[config.mk]
export PLATFORM = sky130hd
export DESIGN_NAME = multi_press_sequence_matcher_top
export DESIGN_NICKNAME = d
export VERILOG_FILES = /design/src/rtl/mpsm_pkg.sv /design/src/rtl/mpsm_ram.sv /design/src/rtl/multi_press_sequence_matcher_top.sv
export SDC_FILE = /design/constraint.sdc
export NUM_CORES = 2
export LEC_CHECK = 0
export BUFFER_PORTS_ARGS = -buffer_cell sky130_fd_sc_hd__clkbuf_2
export CORE_ASPECT_RATIO = 1.1
export CORE_MARGIN = 2
export CORE_UTILIZATION = 40
export CTS_CLUSTER_SIZE = 40
export DETAILED_ROUTE_END_ITERATION = 8
export PLACE_DENSITY = 0.61
export SLEW_MARGIN = 20
export SYNTH_ARGS = -nofsm -noshare
export SYNTH_HDL_FRONTEND = slang
export SYNTH_SLANG_ARGS = --single-unit
[constraint.sdc]
create_clock -name clk_i -period 4.65 [get_ports clk_i]
set_input_delay 0.2325 -clock clk_i [delete_from_list [all_inputs] [get_ports clk_i]]
set_output_delay 0.2325 -clock clk_i [all_outputs]
set_load 0.02 [all_outputs]
[src/rtl/mpsm_pkg.sv]
`timescale 1ns / 1ps

package mpsm_pkg;

  // Width of the match mask: slots at or above this index have no mask bit.
  localparam int unsigned MASK_BITS = 32;

  // Width of the reported slot number.
  localparam int unsigned SLOT_BITS = 5;

  // Configuration register indexes.
  localparam logic [1:0] CFG_TIMEOUT = 2'd0;
  localparam logic [1:0] CFG_REBOOT  = 2'd1;
  localparam logic [1:0] CFG_ENABLE  = 2'd2;

  // Operation codes carried by a request.
  typedef enum logic [1:0] {
    OP_PRESS = 2'd0,
    OP_TICK  = 2'd1,
    OP_ADD   = 2'd2,
    OP_DEL   = 2'd3
  } op_e;

  // Completion codes of a result.
  typedef enum logic [1:0] {
    STAT_OK      = 2'd0,
    STAT_FULL    = 2'd1,
    STAT_NULL    = 2'd2,
    STAT_MISSING = 2'd3
  } status_e;

  // One request as it enters the block.
  typedef struct packed {
    op_e         op;
    logic [15:0] handler_id;
    logic [15:0] match_count;
  } item_t;

  // One result as it leaves the block.
  typedef struct packed {
    status_e                  status;
    logic                     sequence_done;
    logic [15:0]              seq_count;
    logic                     reboot_request;
    logic [MASK_BITS-1:0]     match_mask;
    logic [SLOT_BITS-1:0]     slot;
  } result_t;

endpackage

[src/rtl/mpsm_ram.sv]
`timescale 1ns / 1ps

// Simple dual-port RAM: one write port, one read port with registered data.
module mpsm_ram #(
  parameter int WIDTH = 32,
  parameter int DEPTH = 32
) (
  input  logic                                 clk_i,
  input  logic                                 we_i,
  input  logic [((DEPTH > 1) ? $clog2(DEPTH) : 1)-1:0] waddr_i,
  input  logic [WIDTH-1:0]                     wdata_i,
  input  logic                                 re_i,
  input  logic [((DEPTH > 1) ? $clog2(DEPTH) : 1)-1:0] raddr_i,
  output logic [WIDTH-1:0]                     rdata_o
);

  logic [WIDTH-1:0] mem_q [DEPTH];

  // Write port.
  always_ff @(posedge clk_i) begin
    if (we_i) begin
      mem_q[waddr_i] <= wdata_i;
    end
  end

  // Read port with registered data.
  always_ff @(posedge clk_i) begin
    if (re_i) begin
      rdata_o <= mem_q[raddr_i];
    end
  end

endmodule

[src/rtl/multi_press_sequence_matcher_top.sv]
`timescale 1ns / 1ps

// Multi-press sequence matcher.
// Requests enter on item_i and are taken at a rising edge where start_i is high and busy_o
// is low. Each request produces exactly one result on result_o, shown for one cycle with
// done_o high; the receiver must take it in that cycle.
// Configuration writes use cfg_valid_i / cfg_ready_o with cfg_index_i and cfg_data_i;
// cfg_ready_o is always high and writes should only be issued while the block is idle.
// How each request is handled after the accepting edge:
//   press, unfinished tick, refused add or delete: result registered at that edge, busy_o stays low.
//   add: the occupancy flags are walked from slot 0 upwards, one slot a cycle, to the first free slot.
//   tick that finishes a sequence: every slot is read, one table RAM read a cycle.
//   delete: the table RAM is read from the top slot down until a live slot holds the handler.
// The table RAM read port sets the rate: at most one slot is examined per cycle. A new
// request may be accepted in the cycle where the previous result is shown.
// Reset clears the counter, the timer and the per-slot occupancy flags at once; the RAM
// itself is not swept, since a slot without its flag reads as empty.

module multi_press_sequence_matcher_top #(
  parameter int TABLE_ENTRIES = 32,
  parameter int COUNT_BITS    = 16,
  parameter int HANDLER_BITS  = 16
) (
  input  logic                clk_i,
  input  logic                rst_ni,
  input  logic                start_i,
  output logic                busy_o,
  input  mpsm_pkg::item_t     item_i,
  output logic                done_o,
  output mpsm_pkg::result_t   result_o,
  input  logic                cfg_valid_i,
  output logic                cfg_ready_o,
  input  logic [1:0]          cfg_index_i,
  input  logic [15:0]         cfg_data_i
);

  localparam int IDX_W  = (TABLE_ENTRIES > 1) ? $clog2(TABLE_ENTRIES) : 1;
  localparam int USED_W = $clog2(TABLE_ENTRIES + 1);
  localparam int ENT_W  = HANDLER_BITS + COUNT_BITS;
  localparam logic [IDX_W-1:0]      LAST_IDX  = IDX_W'(TABLE_ENTRIES - 1);
  localparam logic [USED_W-1:0]     USED_FULL = USED_W'(TABLE_ENTRIES);
  localparam logic [COUNT_BITS-1:0] COUNT_MAX = '1;

  typedef enum logic [1:0] {
    S_IDLE,
    S_ADD,
    S_DEL,
    S_MATCH
  } state_e;

  state_e                    state_q;
  logic [TABLE_ENTRIES-1:0]  valid_q;
  logic [COUNT_BITS-1:0]     presses_q;
  logic [15:0]               quiet_q;
  logic [USED_W-1:0]         used_q;
  logic [IDX_W-1:0]          idx_q;
  logic                      issue_q;
  logic                      rd_live_q;
  logic                      rd_last_q;
  logic [IDX_W-1:0]          rd_idx_q;
  logic [HANDLER_BITS-1:0]   hid_q;
  logic [COUNT_BITS-1:0]     cnt_q;
  logic                      reboot_q;
  logic [mpsm_pkg::MASK_BITS-1:0] mask_q;
  logic                      done_q;
  mpsm_pkg::result_t         res_q;

  logic [15:0] timeout_q;
  logic [15:0] reboot_presses_q;
  logic        reboot_en_q;

  // Configuration registers; the port never pushes back.
  assign cfg_ready_o = 1'b1;

  always_ff @(posedge clk_i or negedge rst_ni) begin
    if (!rst_ni) begin
      timeout_q        <= 16'd30;
      reboot_presses_q <= 16'd3;
      reboot_en_q      <= 1'b1;
    end else if (cfg_valid_i) begin
      unique case (cfg_index_i)
        mpsm_pkg::CFG_TIMEOUT: timeout_q        <= cfg_data_i;
        mpsm_pkg::CFG_REBOOT:  reboot_presses_q <= cfg_data_i;
        mpsm_pkg::CFG_ENABLE:  reboot_en_q      <= cfg_data_i[0];
        default: ;
      endcase
    end
  end

  // Request fields trimmed or extended to the internal widths.
  logic [31:0]             hid_ext;
  logic [31:0]             cnt_ext;
  logic [HANDLER_BITS-1:0] in_hid;
  logic [COUNT_BITS-1:0]   in_cnt;
  logic                    accept;

  assign hid_ext = 32'(item_i.handler_id);
  assign cnt_ext = 32'(item_i.match_count);
  assign in_hid  = hid_ext[HANDLER_BITS-1:0];
  assign in_cnt  = cnt_ext[COUNT_BITS-1:0];
  assign accept  = start_i && (state_q == S_IDLE);

  // Table RAM: each entry holds the handler id above the count.
  logic                    ram_we;
  logic                    ram_re;
  logic [ENT_W-1:0]        ram_rdata;
  logic [HANDLER_BITS-1:0] rd_hid;
  logic [COUNT_BITS-1:0]   rd_cnt;

  assign ram_we = (state_q == S_ADD) && !valid_q[idx_q];
  assign ram_re = issue_q && ((state_q == S_DEL) || (state_q == S_MATCH));
  assign rd_hid = ram_rdata[ENT_W-1:COUNT_BITS];
  assign rd_cnt = ram_rdata[COUNT_BITS-1:0];

  mpsm_ram #(
    .WIDTH (ENT_W),
    .DEPTH (TABLE_ENTRIES)
  ) u_table (
    .clk_i   (clk_i),
    .we_i    (ram_we),
    .waddr_i (idx_q),
    .wdata_i ({hid_q, cnt_q}),
    .re_i    (ram_re),
    .raddr_i (idx_q),
    .rdata_o (ram_rdata)
  );

  // Compare logic on the slot whose data has just come back.
  logic [6:0]                     rd_ext;
  logic [6:0]                     idx_ext;
  logic                           rd_used;
  logic [mpsm_pkg::MASK_BITS-1:0] mask_hit;
  logic [COUNT_BITS-1:0]          presses_inc;
  logic                           reboot_hit;
  logic [15:0]                    count_out;

  assign rd_ext   = 7'(rd_idx_q);
  assign idx_ext  = 7'(idx_q);
  assign rd_used  = rd_live_q && valid_q[rd_idx_q];

  always_comb begin
    mask_hit = mask_q;
    if (rd_used && (rd_cnt == presses_q) && (rd_ext < 7'(mpsm_pkg::MASK_BITS))) begin
      mask_hit[rd_ext[mpsm_pkg::SLOT_BITS-1:0]] = 1'b1;
    end
  end

  assign presses_inc = (presses_q != COUNT_MAX) ? presses_q + 1'b1 : presses_q;
  assign reboot_hit  = reboot_en_q && (32'(presses_q) == 32'(reboot_presses_q));
  assign count_out   = 16'(presses_q);

  function automatic mpsm_pkg::result_t make_res(
    mpsm_pkg::status_e              status,
    logic                           seq_done,
    logic [15:0]                    count,
    logic                           reboot,
    logic [mpsm_pkg::MASK_BITS-1:0] mask,
    logic [mpsm_pkg::SLOT_BITS-1:0] slot
  );
    mpsm_pkg::result_t r;
    r.status         = status;
    r.sequence_done  = seq_done;
    r.seq_count      = count;
    r.reboot_request = reboot;
    r.match_mask     = mask;
    r.slot           = slot;
    return r;
  endfunction

  // Sequencer: counter and timer updates, table scans and the result register.
  always_ff @(posedge clk_i or negedge rst_ni) begin
    if (!rst_ni) begin
      state_q   <= S_IDLE;
      valid_q   <= '0;
      presses_q <= '0;
      quiet_q   <= '0;
      used_q    <= '0;
      idx_q     <= '0;
      issue_q   <= 1'b0;
      rd_live_q <= 1'b0;
      rd_last_q <= 1'b0;
      rd_idx_q  <= '0;
      hid_q     <= '0;
      cnt_q     <= '0;
      reboot_q  <= 1'b0;
      mask_q    <= '0;
      done_q    <= 1'b0;
      res_q     <= '0;
    end else begin
      done_q <= 1'b0;
      unique case (state_q)
        S_IDLE: begin
          if (accept) begin
            unique case (item_i.op)
              mpsm_pkg::OP_PRESS: begin
                presses_q <= presses_inc;
                quiet_q   <= timeout_q;
                done_q    <= 1'b1;
                res_q     <= make_res(mpsm_pkg::STAT_OK, 1'b0, 16'(presses_inc), 1'b0,
                                      '0, '0);
              end
              mpsm_pkg::OP_TICK: begin
                if (presses_q == '0) begin
                  done_q <= 1'b1;
                  res_q  <= make_res(mpsm_pkg::STAT_OK, 1'b0, 16'd0, 1'b0, '0, '0);
                end else if (quiet_q > 16'd1) begin
                  quiet_q <= quiet_q - 16'd1;
                  done_q  <= 1'b1;
                  res_q   <= make_res(mpsm_pkg::STAT_OK, 1'b0, count_out, 1'b0, '0, '0);
                end else begin
                  // Sequence finished: scan the table for matching counts.
                  quiet_q   <= '0;
                  reboot_q  <= reboot_hit;
                  mask_q    <= '0;
                  idx_q     <= '0;
                  issue_q   <= 1'b1;
                  rd_live_q <= 1'b0;
                  state_q   <= S_MATCH;
                end
              end
              mpsm_pkg::OP_ADD: begin
                if (used_q >= USED_FULL) begin
                  done_q <= 1'b1;
                  res_q  <= make_res(mpsm_pkg::STAT_FULL, 1'b0, count_out, 1'b0, '0, '0);
                end else if (in_hid == '0) begin
                  done_q <= 1'b1;
                  res_q  <= make_res(mpsm_pkg::STAT_NULL, 1'b0, count_out, 1'b0, '0, '0);
                end else begin
                  hid_q   <= in_hid;
                  cnt_q   <= in_cnt;
                  idx_q   <= '0;
                  state_q <= S_ADD;
                end
              end
              mpsm_pkg::OP_DEL: begin
                if (in_hid == '0) begin
                  done_q <= 1'b1;
                  res_q  <= make_res(mpsm_pkg::STAT_NULL, 1'b0, count_out, 1'b0, '0, '0);
                end else begin
                  hid_q     <= in_hid;
                  idx_q     <= LAST_IDX;
                  issue_q   <= 1'b1;
                  rd_live_q <= 1'b0;
                  state_q   <= S_DEL;
                end
              end
              default: ;
            endcase
          end
        end

        S_ADD: begin
          // Walk the occupancy flags upwards to the first free slot.
          if (!valid_q[idx_q]) begin
            valid_q[idx_q] <= 1'b1;
            used_q         <= used_q + 1'b1;
            done_q         <= 1'b1;
            res_q          <= make_res(mpsm_pkg::STAT_OK, 1'b0, count_out, 1'b0, '0,
                                       idx_ext[mpsm_pkg::SLOT_BITS-1:0]);
            state_q        <= S_IDLE;
          end else if (idx_q == LAST_IDX) begin
            done_q  <= 1'b1;
            res_q   <= make_res(mpsm_pkg::STAT_FULL, 1'b0, count_out, 1'b0, '0, '0);
            state_q <= S_IDLE;
          end else begin
            idx_q <= idx_q + 1'b1;
          end
        end

        S_DEL: begin
          // Read downwards; the first live slot with the handler is the highest one.
          if (issue_q) begin
            if (idx_q == '0) begin
              issue_q <= 1'b0;
            end else begin
              idx_q <= idx_q - 1'b1;
            end
          end
          rd_live_q <= issue_q;
          rd_last_q <= (idx_q == '0);
          rd_idx_q  <= idx_q;
          if (rd_used && (rd_hid == hid_q)) begin
            valid_q[rd_idx_q] <= 1'b0;
            if (used_q != '0) begin
              used_q <= used_q - 1'b1;
            end
            done_q    <= 1'b1;
            res_q     <= make_res(mpsm_pkg::STAT_OK, 1'b0, count_out, 1'b0, '0,
                                  rd_ext[mpsm_pkg::SLOT_BITS-1:0]);
            issue_q   <= 1'b0;
            rd_live_q <= 1'b0;
            state_q   <= S_IDLE;
          end else if (rd_live_q && rd_last_q) begin
            done_q    <= 1'b1;
            res_q     <= make_res(mpsm_pkg::STAT_MISSING, 1'b0, count_out, 1'b0, '0, '0);
            rd_live_q <= 1'b0;
            state_q   <= S_IDLE;
          end
        end

        S_MATCH: begin
          // Read every slot upwards and collect the mask of matching counts.
          if (issue_q) begin
            if (idx_q == LAST_IDX) begin
              issue_q <= 1'b0;
            end else begin
              idx_q <= idx_q + 1'b1;
            end
          end
          rd_live_q <= issue_q;
          rd_last_q <= (idx_q == LAST_IDX);
          rd_idx_q  <= idx_q;
          mask_q    <= mask_hit;
          if (rd_live_q && rd_last_q) begin
            presses_q <= '0;
            done_q    <= 1'b1;
            res_q     <= make_res(mpsm_pkg::STAT_OK, 1'b1, count_out, reboot_q, mask_hit,
                                  '0);
            rd_live_q <= 1'b0;
            state_q   <= S_IDLE;
          end
        end

        default: state_q <= S_IDLE;
      endcase
    end
  end

  assign busy_o   = (state_q != S_IDLE);
  assign done_o   = done_q;
  assign result_o = res_q;

endmodule

# [Word-level counts from Yosys, hierarchy flattened]
# Memories as Yosys holds them, arrays and structs flattened. A register that Yosys moved wholly into a read port is not among the register bits.
# Cells that the tools add are included.
[totals] mem_bits_rw=1024 elab_cells=229 mem_bits_ro=0 in_bits=56 memories=1 output_inout_bits=60 latch_bits=0 reg_bits=241
[memory_table] name="u_table.mem_q" words=32 width=32 rd=1 rd_ports_with_merged_regs=1 write_ports=1 line_no="mpsm_ram.sv:17" rtl="logic [WIDTH-1:0] mem_q [DEPTH];"
[op_classes] n_eq_ne=38 shifts=0 n_reduce_logical=43 n_mul=0 n_addsub=6 bitwise_logic=8 n_lt_le_gt_ge=7 div=0 mux=102
[op_table] operator="57-bit 2-to-1 mux" count=10
[op_table] operator="57-bit one-hot mux with 4 select lines" count=2
[op_table] operator="32-bit 2-to-1 mux" count=7
[op_table] operator="16-bit 2-to-1 mux" count=8
[op_table] operator="32-bit one-hot mux with 2 select lines" count=2
[op_table] operator="16-bit one-hot mux with 2 select lines" count=3
[op_table] operator="32-bit OR" count=2
[op_table] operator="5-bit 2-to-1 mux" count=11
[op_table] operator="16-bit equality test" count=3
[op_table] operator="32-bit bitwise AND" count=1
[op_table] operator="16-bit logical NOT" count=2
[op_table] operator="32-bit NOT" count=1
[op_table] operator="1-bit 2-to-1 mux" count=30
[op_table] operator="2-bit 2-to-1 mux" count=10
[op_table] operator="5-bit one-hot mux with 4 select lines" count=1
[op_table] operator="5-bit AND reduction" count=4
[op_table] operator="5-bit by 6-bit < comparator with 1-bit output, second input constant" count=3
[op_table] operator="6-bit 2-to-1 mux" count=3
[op_table] operator="2-bit inequality test, second input constant" count=9
[op_table] operator="16-bit by 1-bit adder with 16-bit output, second input constant" count=1
[op_table] operator="16-bit by 1-bit greater-than comparator with 1-bit output, second input constant" count=1
[op_table] operator="16-bit inequality test, second input constant" count=1
[op_table] operator="4-bit AND reduction" count=4
[op_table] operator="16-bit by 1-bit subtractor with 16-bit output, second input constant" count=1
[op_table] operator="other kinds (39)" count=84

# [Depth between registers and ports, before layout]
[depth] word_depth=8 ltp_mapped=13 mapped_depth_nobuf=12

# [Cells and area by module]
# From an unflattened synthesis, not the netlist that was laid out.
[unflattened] hier_cells=3521 hier_area_um2=53627.7
[modules_own_cells] module="mpsm_ram" cells_per_inst=2260 seq_area_each_um2=31710.4 n_inst=1 area_each_um2=40816.6
[modules_own_cells] module="multi_press_sequence_matcher_top" cells_per_inst=1261 seq_area_each_um2=6039.5 n_inst=1 area_each_um2=12811.0

# [Worst setup path after synthesis]
# OpenSTA, ideal clock, no wires.
[synth_path] kind="reg-to-reg" from="reg idx_q[0]" to="mem u_table.mem_q[11][0], enable pin" t_arrival_ns=3.497 synth_period_minus_slack_ns=3.919 setup_ns=0.421 n_path_buf=3 path_slack_ns=0.731 stages_incl_launch_ff=10 required_ns=4.229 path_cell_list="dfrtp_1 clkbuf_1 buf_6 mux2i_1 o22ai_1 nor4_2 a22o_1 clkbuf_1 nand3_1 nor2_1"
[synth_between] elab_chain_cells=6
[synth_rtl] element="start: declaration" line_no="multi_press_sequence_matcher_top.sv:56" rtl="logic [IDX_W-1:0] idx_q;"
[synth_rtl] element="start signal: assignment" line_no="multi_press_sequence_matcher_top.sv:266" rtl="idx_q <= idx_q + 1'b1;"
[synth_rtl] element="start signal: assignment" line_no="multi_press_sequence_matcher_top.sv:276" rtl="idx_q <= idx_q - 1'b1;"
[synth_rtl] element="start signal: assignment" line_no="multi_press_sequence_matcher_top.sv:307" rtl="idx_q <= idx_q + 1'b1;"
[synth_rtl] element="1-bit binary-select mux with 5-bit select" line_no="multi_press_sequence_matcher_top.sv:110" rtl="assign ram_we = (state_q == S_ADD) && !valid_q[idx_q];"
[synth_rtl] element="1-bit 2-to-1 mux (implied by the code)" line_no="multi_press_sequence_matcher_top.sv:110"
[synth_rtl] element="1-bit logical NOT"
[synth_rtl] element="1-bit logical AND" line_no="multi_press_sequence_matcher_top.sv:110"
[synth_rtl] element="1-bit 2-to-1 mux" line_no="mpsm_ram.sv:21" rtl="if (we_i) begin"
[synth_rtl] element="1-bit 2-to-1 mux (implied by the code)" line_no="mpsm_ram.sv:22" rtl="mem_q[waddr_i] <= wdata_i;"
[synth_rtl] element="end: declaration" line_no="mpsm_ram.sv:17"
# Parallel ways exist; a longest one is shown, timed or not. The select of a mux whose other input is x is not followed.

# [Worst setup path after layout]
[layout_path] from="reg idx_q[4]" to="mem u_table.mem_q[25][12], enable pin"
# The elaborated chain is that of the path after synthesis.

==> results by group <==
Run status
  – Status: complete, no violations

Placement
  – Placed Cells: 4,551
  – HPWL Detailed: around 77,000 microns
  – Pre-CTS WS: between 0.7 and 0.8 ns
  – GPL Wtd Cong: about 0.87
  – Port bufs: 114

Floorplan
  – Die area: 0.133 sq mm
  – Initial Util: around 40%
  – # IOs: about 120
  – Num rows: about 140
  – Height of the die: roughly 380 microns
  – Core Area: ~0.13 sq mm
  – Die W: 347 microns

Routing
  – Final ANT Viol Nets: 0
  – DRC Markers: 0
  – WL final: 138,000 microns
  – Iteration-0 DRC Markers: 3,523
  – Vias per std cell: between 5 and 6
  – Vias post-DR: just under 30,000
  – Drt pass-1 iters: 6
  – Routed WL per cell: between 20 and 30 microns

GRT
  – Initial antenna violation count: 1
  – First-pass GRT wire length: approximately 200,000 microns
  – Aggregate global-route resource usage: ~21%
  – GR Overflow Total: 0
  – Number of global-route vias before repair: about 29,000
  – Largest net degree at the start of global routing: between 100 and 150

Timing
  – TNS Setup: 0 ns
  – Fin worst setup slack: ~0.66 ns
  – Fmax: 251 MHz
  – Unrepaired setup endpoints after global routing: no
  – Worst rel slew slack: 21.8%
  – Hold Fails Final Rpt: 0
  – Min Tclk post-route: around 4 ns
  – Max-slew violation count: 0
  – Setup violators final: 0
  – Final Skew: approximately 0.025 ns
  – Fin crit share: approximately 86%
  – Least-Margin Pin Slew: 1.17 ns

Finish
  – Area delta synth->final: 15.9%
  – NumNets Final: 3,145
  – Non-Filler Instances: 4,855
  – Fraction of layout cells with a size suffix above 1: 25.6%

Yosys
  – Fraction of registers with async set or reset after synthesis: a little under a fifth
  – Synth Area per Inst: approximately 18 sq um
  – Most used DFF post-synth: edfxtp_1
  – Syn Inst Count: approximately 2,800
  – Area contributors post-synth: edfxtp_1 (61%), dfrtp_1 (11%), mux4_2 (11%), a22oi_1 (2.0%), mux2_2 (1.6%)
  – Yosys top cell area share: roughly 61%
  – Synthesized flop and latch total: about 1,300
  – Yosys warns: 0
  – Area leader, netlist: edfxtp_1
  – Sequential fraction of the synthesis area: 72.8%
  – Post-synth EDFFs: 1,056
  – Post-Syn Nets: 2,924
  – Yosys cell types: between 80 and 90
  – Synthesized area: between 0.05 and 0.06 sq mm

CTS
  – Clk pin slew, worst setup/hold paths: around 0.060 ns
  – Resized Gates After CTS: 0
  – H-Tree Depth: 4
  – Total CTS buffers: around 140
  – Clock sink total: between 1,000 and 1,500
  – Clock Path Buffers: 3
  – CTS tree: done
  – Postcts setup bufs: 0
  – Clk Latency, worst-skew pair: about 0.75 ns
  – Root Driver: clkbuf_16
  – Hold-fix buffers, CTS: 56

Worst hold path
  – HP Class: input port to async pin

Critical path
  – Crit end category: register
  – CP max FO: 23
  – Worst EP required: approximately 5.0 ns
  – Critical Path AT: approximately 4.4 ns
  – Setup CP Type: register to register
  – Worst Setup Start Kind: register

Power and ir drop
  – Power per standard cell area: between 600 and 700 mW/mm^2
  – Maximum vdd drop: around 390 uV
  – Pleak: 20.1 nW

Run
  – Max Cap Viol: 0
## Yosys cell counts, types with 19 or more instances
cell       number
o31ai_1        19
dfrtp_1       234
mux2_2         72
nand4_1        52
inv_1          26
a22oi_1       140
nand2_1        57
nor2_1        124
o2bb2ai_1      51
a21oi_1       116
mux2i_1        30
edfxtp_1     1056
o21ai_0        87
ha_1           21
mux4_2        258
clkbuf_1      114
nor3_1         25
buf_2          41
xnor2_1        53
nand3_1        23
## worst paths after layout
check                                         start                              end  slack, ns  cells past startpoint
hold / removal                               rst_ni          quiet_q[15]$_DFFE_PN0P_       0.16                      2
setup reg to reg               idx_q[4]$_DFFE_PN0P_  u_table.mem_q[25][12]$_DFFE_PP_       0.66                      9
min in group clk_i                        item_i[5]             cnt_q[5]$_DFFE_PN0P_       0.26                      3
setup / recovery               idx_q[4]$_DFFE_PN0P_  u_table.mem_q[25][12]$_DFFE_PP_       0.66                      9
max in group asynchronous                    rst_ni           valid_q[5]$_DFFE_PN0P_       3.25                      3
hold reg to reg            result_o[15]$_DFFE_PN0P_         result_o[15]$_DFFE_PN0P_       0.49                      1
## state kept, by name, indices dropped and copies added, names as in the netlist, 2 cells and up
signal	flops
hid_q	16
valid_q	32
count_out	16
used_q	6
mask_q	32
state_q	2
cnt_q	16
u_table.rdata_o	32
timeout_q	16
quiet_q	16
u_table.mem_q	1024
rd_idx_q	5
result_o	57
idx_q	5
reboot_presses_q	16
## power by group
group          internal (mW)  switching (mW)  total [mW]
clock network           6.27            4.50        10.8
logic                   4.09            5.62        9.70
registers               15.1            2.01        17.1
total                   25.5            12.1        37.6
## cells in the final DEF (no fill, tap or decap), drive strengths merged, types with 14 or more instances in the layout
| cell | instances |
|---|---|
| edfxtp | 1056 |
| clkbuf | 298 |
| mux4 | 258 |
| dfrtp | 234 |
| a22oi | 140 |
| nor2 | 127 |
| a21oi | 118 |
| o21ai | 95 |
| buf | 91 |
| mux2 | 76 |
| nand2 | 57 |
| dlygate4sd3 | 56 |
| xnor2 | 53 |
| nand4 | 52 |
| o2bb2ai | 51 |
| clkinv | 42 |
| inv | 33 |
| mux2i | 30 |
| nor3 | 26 |
| nand3 | 25 |
| ha | 21 |
| o31ai | 19 |
| a31oi | 18 |
| nor4 | 18 |
| a22o | 16 |
| o22ai | 14 |
## critical path: stages (launching register included)
cell and delay, ns:
dfrtp_1 0.63, buf_4 0.24, or3_1 0.48, o22ai_1 0.20, nor4_2 0.59, a22o_1 0.51, nand2_1 0.16, buf_4 0.25
nor2_4 0.11, buf_4 0.42
## per-stage QoR
stage | util, % | instance area, sq um | hold slack, ns | power (mW)
floorplan | - | 51900 | -0.0631 | 23.3
global placement | 42.8 | 55100 | 0.394 | 26.8
detailed placement | 42.8 | 55100 | 0.411 | 27.1
CTS | 46.7 | 60100 | 0.226 | 37.9
global route | 46.7 | 60100 | 0.242 | 39.2
finish | 46.7 | 60100 | 0.158 | 37.6
## layer usage
layer / GRT usage, % / part of all wire [%] / vias to the layer above
met5: 0 / 0.021 / -
met4: 5.67 / 2.1 / 4
met3: 3.69 / 7.2 / 186
met2: 33.9 / 49 / 1313
met1: 28.8 / 42 / 15400
li1: - / - / 12000
## kinds of logic after synthesis
logic type               count (synthesis)  share of synthesized area (%)
other                                    1                        0.00723
buffers and inverters                  205                           1.69
flip-flops                            1297                           72.8
AO/OA/AOI/OAI                          520                           6.76
XOR/XNOR                                60                           1.01
adder cells (fa/ha/maj)                 23                          0.584
AND/OR/NAND/NOR                        375                           3.74
multiplexers                           364                           13.5
## cell type report
type	count	area, sq um
clock buffer	185	3750
fill	10600	68500
multi-input combinational	1343	13600
sequential	1297	37800
antenna	1	2.50
clock inverter	62	682
inverter	27	101
tap	1680	2100
timing repair buffer	260	2150
Power figures use the tool's default switching activity.
